## config.mk

```make
export PLATFORM = sky130hd
export DESIGN_NAME = gfe_exp2_interp
export DESIGN_NICKNAME = d
export VERILOG_FILES = /design/src/design/gfe_pkg.sv /design/src/design/gfe_exp2_interp.sv
export SDC_FILE = /design/constraint.sdc
export NUM_CORES = 1
export LEC_CHECK = 0
export BUFFER_PORTS_ARGS = -buffer_cell sky130_fd_sc_hd__buf_2
export CAP_MARGIN = 20
export CORE_ASPECT_RATIO = 1.75
export CORE_MARGIN = 1
export CORE_UTILIZATION = 40
export DETAILED_ROUTE_END_ITERATION = 12
export PLACE_DENSITY_LB_ADDON = 0.2
export SLEW_MARGIN = 10
export SYNTH_ARGS = -nofsm -noshare
export SYNTH_HDL_FRONTEND = slang
export SYNTH_SLANG_ARGS = --single-unit
```

## constraint.sdc

```tcl
create_clock -name clk -period 6.7 [get_ports clk]
set_input_delay 0.335 -clock clk [delete_from_list [all_inputs] [get_ports clk]]
set_output_delay 0.335 -clock clk [all_outputs]
set_load 0.05 [all_outputs]
```

## src/design/gfe_pkg.sv

```systemverilog
// ----------------------------------------------------------------------------
// gfe_pkg
// Shared types, constants and table helper for the Gaussian function evaluator.
// ----------------------------------------------------------------------------
package gfe_pkg;

	// field widths
	localparam int unsigned X_W      = 24;
	localparam int unsigned PEAK_W   = 20;
	localparam int unsigned INV_W    = 24;
	localparam int unsigned CFG_W    = 24;
	localparam int unsigned CFG_IDX_W = 2;
	localparam int unsigned T_W      = 33;   // base-2 exponent, Q.16
	localparam int unsigned EXP_LIMIT = 32;
	localparam int unsigned N_W      = 5;    // integer part of the exponent below the limit

	// fixed-point constants (Q.30)
	localparam logic [30:0] LOG2E_Q30    = 31'd1549082005;
	localparam logic [63:0] LN2_Q30      = 64'd744261118;
	localparam int unsigned SERIES_TERMS = 24;

	// reset values of the registers
	localparam logic [PEAK_W-1:0] PEAK_RST = 20'd65536;
	localparam logic [X_W-1:0]    MEAN_RST = 24'd0;
	localparam logic [INV_W-1:0]  INV_RST  = 24'd32768;

	typedef enum logic [CFG_IDX_W-1:0] {
		REG_PEAK_HEIGHT  = 2'd0,
		REG_CENTER_MEAN  = 2'd1,
		REG_INV_TWO_VAR  = 2'd2
	} cfg_reg_t;

	// side info that travels along with the mantissa
	typedef struct packed {
		logic           ovf;   // exponent past the limit
		logic [N_W-1:0] n;     // integer part of the exponent
	} exp_ctl_t;

	// 2^(-i/D) in Q.fb from z = ln2*i/D in Q.30, via a truncated Taylor series.
	// Used only at elaboration to build the fraction table.
	function automatic logic [63:0] pow2_entry(input logic [63:0] z, input int unsigned fb);
		logic [63:0] term;
		logic [63:0] sum;
		term = 64'd1 << 30;
		sum  = term;
		for (int unsigned k = 1; k <= SERIES_TERMS; k++) begin
			term = ((term * z) >> 30) / 64'(k);
			if (k[0])
				sum = sum - term;
			else
				sum = sum + term;
		end
		return (sum + (64'd1 << (29 - fb))) >> (30 - fb);
	endfunction

endpackage

```

## src/design/gfe_exp2_interp.sv

```systemverilog
// ----------------------------------------------------------------------------
// gfe_exp2_interp
// Two pipeline stages: fraction table lookup of 2^(-f), then linear interpolation.
// ----------------------------------------------------------------------------
module gfe_exp2_interp import gfe_pkg::*; #(
	parameter int unsigned EXP_TABLE_DEPTH = 64,
	parameter int unsigned FRACTION_BITS   = 16
) (
	input  logic                     clk,
	input  logic                     adv,
	input  logic [T_W-1:0]           t_in,
	output logic [FRACTION_BITS:0]   mant,
	output exp_ctl_t                 ctl
);

	localparam int unsigned E_W   = FRACTION_BITS + 1;
	localparam int unsigned IDX_W = $clog2(EXP_TABLE_DEPTH + 1);
	localparam int unsigned POS_W = 16 + IDX_W;

	// constant table, D+1 entries
	logic [E_W-1:0] exp_tab [0:EXP_TABLE_DEPTH];

	for (genvar gi = 0; gi <= EXP_TABLE_DEPTH; gi++) begin : g_tab
		localparam logic [63:0] ZV = (LN2_Q30 * 64'(gi)) / EXP_TABLE_DEPTH;
		assign exp_tab[gi] = E_W'(pow2_entry(ZV, FRACTION_BITS));
	end

	// stage 5: split exponent, scale fraction, look up neighbors
	logic [POS_W-1:0] pos;
	logic [IDX_W-1:0] idx;
	logic [IDX_W-1:0] idx_nxt;
	logic [E_W-1:0]   e0;
	logic [E_W-1:0]   e1;
	exp_ctl_t         ctl5;

	assign pos     = POS_W'(t_in[15:0]) * POS_W'(EXP_TABLE_DEPTH);
	assign idx     = pos[POS_W-1:16];
	assign idx_nxt = idx + IDX_W'(1);
	assign e0      = exp_tab[idx];
	assign e1      = exp_tab[idx_nxt];
	assign ctl5.ovf = |t_in[T_W-1:16+N_W];
	assign ctl5.n   = t_in[16+N_W-1:16];

	logic [E_W-1:0] e0_s5;
	logic [E_W-1:0] diff_s5;
	logic [15:0]    r_s5;
	exp_ctl_t       ctl_s5;

	always_ff @(posedge clk) begin
		if (adv) begin
			e0_s5   <= e0;
			diff_s5 <= e0 - e1;
			r_s5    <= pos[15:0];
			ctl_s5  <= ctl5;
		end
	end

	// stage 6: m = e0 - (diff*r) >> 16
	logic [E_W+15:0] step;
	logic [E_W-1:0]  m_s6;
	exp_ctl_t        ctl_s6;

	assign step = (E_W+16)'(diff_s5) * (E_W+16)'(r_s5);

	always_ff @(posedge clk) begin
		if (adv) begin
			m_s6   <= e0_s5 - step[E_W+15:16];
			ctl_s6 <= ctl_s5;
		end
	end

	assign mant = m_s6;
	assign ctl  = ctl_s6;

endmodule

```

* Word-level counts from Yosys, hierarchy flattened
Memory sizes are Yosys's and may differ from the RTL's.
Cells that the tools add are included.
** Word-level totals
- Word-level logic and storage cells :: 23
- Memories kept :: 2
- Bits in registers :: 73
- Bits of input ports :: 35
- Output and inout port bits :: 23
- Memory bits (read-only) :: 4352
** Memories
- (no name shown) :: words 128, width 17, rd ports 1, clocked after Yosys merged registers in 0, write ports 0, line gfe_exp2_interp.sv:40 : assign e1 = exp_tab[idx_nxt];
- (no name shown) :: words 128, width 17, rd ports 1, clocked after Yosys merged registers in 0, write ports 0, line gfe_exp2_interp.sv:39 : assign e0 = exp_tab[idx];
** Cells by class
- Bitwise logic cells :: 2
- Add/subtract/negate cells :: 3
- Order comparisons :: 2
- Reduce and logical (&&, ||, !) cells :: 1
- Multipliers :: 1
- Mux-type cells :: 4
** Operators with widths (count)
- $mux W17 :: 4
- $sub A17 B17 Y17 :: 2
- $mul A17 B10 Y27 :: 1
- $ge A8 B8 Y1 const B :: 2
- $reduce_or A12 Y1 :: 1
- $not A6 Y8 :: 1
- $not A7 Y8 :: 1
- $add A6 B1 Y7 const B :: 1

* Longest topological paths before layout
- Depth after elaboration :: 6
- Depth in mapped cells :: 29
- Gate-level depth less buffers :: 27

* Least setup slack after synthesis
No wires, ideal clock.
- Path type :: reg-to-reg
- Start point :: register r_s5[8]
- End point :: register m_s6[16] (netlist: mant[16]), data pin
- Setup time :: 0.268 ns
- Data arrival time :: 6.890 ns
- Setup slack :: -0.458 ns
- Clock period less this slack :: 7.158 ns
- Data required time :: 6.432 ns
- Path buffers :: 2
- Cell stages (with the launch flop) :: 29
- Path through :: edfxtp_1 -> clkbuf_1 -> clkbuf_1 -> nand2_1 -> fa_1 -> inv_1 -> fa_1 -> inv_1 -> fa_1 -> inv_1 -> fa_1 -> inv_1 -> fa_1 -> inv_1 -> ha_1 -> nand3_1 -> o211a_1 -> o31ai_1 -> a41o_1 -> o22ai_1 -> xor2_1 -> ha_1 -> and4_1 -> and3_1 -> a31o_2 -> o41ai_2 -> o21bai_1 -> a21oi_1 -> xnor3_1
** On the way
- Longest elaborated chain between the ends :: 2
** RTL lines
- start, declared :: line gfe_exp2_interp.sv:46 : logic [15:0] r_s5;
- start signal, assigned :: line gfe_exp2_interp.sv:53 : r_s5 <= pos[15:0];
- $mul A17 B10 Y27 :: line gfe_exp2_interp.sv:63 : assign step = (E_W+16)'(diff_s5) * (E_W+16)'(r_s5);
- $sub A17 B17 Y17 :: line gfe_exp2_interp.sv:67 : m_s6 <= e0_s5 - step[E_W+15:16];
- end signal, assigned :: line gfe_exp2_interp.sv:67
- end, declared :: line gfe_exp2_interp.sv:60 : logic [E_W-1:0] m_s6;
No other way between the ends.
A chain may end at the register's enable or synchronous reset.

* Worst setup path after layout
- Start point :: register r_s5[11]
- End point :: register m_s6[16] (netlist: mant[16]), data pin
Same word-level chain as after synthesis.

==> results.py <==
metrics = {
    "detailed_routing": {
        "drtPass1Iterations": 5,
        "vias": 10300,
        "dr.first_iter.drc_count": 441,
        "wirelength_um": 35000,
        "ant_nets": 0,
        "drc": 0,
        "viasPerCell": 5.48,
        "wl_per_cell_um": 18.6,
    },
    "setup_path": {
        "worstSetupStartpointType": "flop",
        "worst_r2r_path_depth": 26,
        "crit_type": "flop to flop",
        "cp_common_cell": "fa_1",
        "worst_ep_required_time_ns": 6.80,
        "crit_slowest_cell": "fa_2",
        "cp.buffers_inverters": 4,
        "worstPathArrival_ns": 6.91,
        "critPathCaptureType": "flop",
        "r2r-start": "r_s5[11]",
        "crit_family": "adder cells",
        "r2r_end": "mant[16]",
        "cp.depth": 26,
        "rrSetupSlack_ns": -0.11,
        "critPathMaxFanout": 4,
        "slowest_delay_ns": 0.58,
    },
    "place": {
        "dp_hpwl_um": 27800,
        "placed_area_mm2": 0.0132,
        "gp_congestion": 0.961,
        "portBuffers": 57,
        "post-place-ws_ns": -0.444,
    },
    "die": {
        "die_w_um": 131,
        "die_area_mm2": 0.0299,
        "pin_count": 58,
        "start_util": 0.407,
        "die_h_um": 228,
        "coreArea_mm2": 0.0287,
        "num_rows": 82,
    },
    "finish": {
        "nets": 1761,
        "finalInstanceArea_mm2": 0.0141,
        "drive_gt1_frac": 0.227,
        "multi_input_area_mm2": 0.00895,
        "fillers": 2788,
        "final_common_cell": "nand2_1",
        "area_delta_synth_final_pct": 20.9,
        "seq_area_mm2": 0.00219,
        "post-route-util": 0.492,
        "most-common-layout-cells": "nand2_1, inv_1, buf_4, fa_1, ha_1",
    },
    "timing": {
        "finalCritPeriodShare": 1.02,
        "final-hold-violation-count": 0,
        "skew_ns": 0.00730,
        "period_minus_slack_ns": 6.81,
        "max-slew-margin-rel": 0.342,
        "final_max_slew_viol_count": 0,
        "worst_pin_slew_ns": 0.987,
        "fin_ws_ns": -0.111,
        "rsz0062_at_grt": "yes",
        "fmax_ghz": 0.147,
        "setup_viol": 1,
        "tns_ns": -0.111,
    },
    "synthesis": {
        "syn_nets": 1621,
        "post_synth_instance_area_mm2": 0.0117,
        "ys_warn_count": 0,
        "synth.distinct_cells": 73,
        "synth_async_sr_flop_share": 0,
        "yosysSeqAreaShare": 0.188,
        "synth_edf_count": 73,
        "ys.flop_type": "edfxtp_1",
        "synthCells": 1358,
        "synth_seq_cells": 73,
        "syn_area_per_cell_um2": 8.61,
    },
    "cts": {
        "path_clk_slew_ns": 0.07,
        "cts-hold-fix-buffers": 0,
        "clock_latency_ns": 0.36,
        "numCtsBuffers": 9,
        "cts.path.max_buffers": 2,
        "root_buffer": "clkbuf_16",
        "cts_num_sinks": 73,
        "cts_tree": "yes",
        "cts_max_level": 3,
    },
    "global_route": {
        "grt_pass1_wl_um": 55800,
        "grt_pass1_vias": 10800,
        "grt_max_degree": 74,
        "gr-total-overflow": 0,
        "grt_usage": 0.239,
        "antenna_found_initial": 1,
    },
    "min_path": {
        "whs_path_depth": 1,
        "hp-class": "input pin to flop",
        "worstHoldStart": "t_in[16]",
        "whs_endpoint": "ctl_s5[0]",
    },
    "job": {
        "cap_violations": 0,
    },
    "status": {
        "status": "complete, but fails checks",
        "violations": "setup timing",
    },
}
## routing by layer
layer,part of all wire,global-route usage,up-vias
li1,-,-,4904
met1,0.35,0.241,5033
met2,0.55,0.462,274
met3,0.032,0.0216,108
met4,0.065,0.154,0
met5,0,0,-
## how the worst max path moves through the flow
stage | startpoint | endpoint
6_report | r_s5[11] | mant[16]
5_1_grt | diff_s5[7] | mant[16]
4_1_cts | diff_s5[7] | mant[16]
3_5_place_dp | r_s5[7] | mant[16]
3_3_place_gp | r_s5[7] | mant[16]
2_1_floorplan | r_s5[8] | mant[16]
## cell families after synthesis
| group | count (synthesis) | share of synthesized area |
|---|---|---|
| buffers and inverters | 249 | 0.0815 |
| xor gates and xnor gates | 53 | 0.0422 |
| muxes | 11 | 0.0192 |
| adders and majority gates | 228 | 0.321 |
| and+or+nand+nor | 438 | 0.175 |
| DFF | 73 | 0.188 |
| AOI/OAI and AO/OA | 306 | 0.174 |
## timing repair
action                                 in CTS  in global routing
pin swaps                                  20                 74
setup endpoints to repair                   7                 10
resized for setup                          24                 87
buffers inserted                           17                 17
endpoints found under the hold margin       0                  0
## cell type report
cell class / instances / area share
Timing Repair Buffer: 220 / 0.117
Clock buffer: 9 / 0.0159
Inverter: 158 / 0.0420
Multi-Input combinational cell: 1036 / 0.633
Sequential cell: 73 / 0.155
Tap cell: 378 / 0.0335
Clock inverter: 7 / 0.00372
Antenna cell: 1 / 0.000177
## sequential cells by signal, summed over array words and instances (netlist names)
signal   cells
ctl          6
ctl_s5       6
diff_s5     17
e0_s5       17
mant        17
r_s5        10
## Yosys cell counts, types with 4 or more instances
master | instances | area [um2]
a221oi_1 | 4 | 35.0
nor3_1 | 17 | 85.1
o22ai_1 | 7 | 43.8
and2_1 | 79 | 494
fa_1 | 119 | 2380
nand2b_1 | 8 | 50.1
o211ai_1 | 10 | 75.1
nor2_1 | 82 | 308
nor2b_1 | 10 | 62.6
o21ai_0 | 73 | 365
edfxtp_1 | 73 | 2190
a21o_1 | 20 | 150
xor2_1 | 20 | 175
ha_1 | 109 | 1360
mux4_2 | 9 | 203
o311ai_0 | 7 | 61.3
o31ai_1 | 11 | 82.6
o311a_1 | 4 | 40.0
nor4_1 | 4 | 25.0
buf_1 | 14 | 52.6
a31oi_1 | 14 | 87.6
or2_2 | 6 | 37.5
nand3_1 | 19 | 95.1
buf_2 | 8 | 40.0
a21oi_1 | 76 | 380
o21a_1 | 6 | 45.0
a311oi_1 | 11 | 96.3
inv_1 | 156 | 586
a211oi_1 | 24 | 180
clkbuf_1 | 68 | 255
o21bai_1 | 5 | 37.5
nand2_1 | 186 | 698
and3_1 | 11 | 68.8
xnor2_1 | 30 | 263
## through the flow
stage	std cells	hold WS [ns]
final	1882	0.150
after global routing	1882	0.143
after CTS	1865	0.136
after detailed placement	1832	0.405
after global placement	1832	0.402
after floorplan	1358	0.400
Power is not shown: default switching activity piles up to over one toggle a cycle in this logic, so the estimate is an artifact.
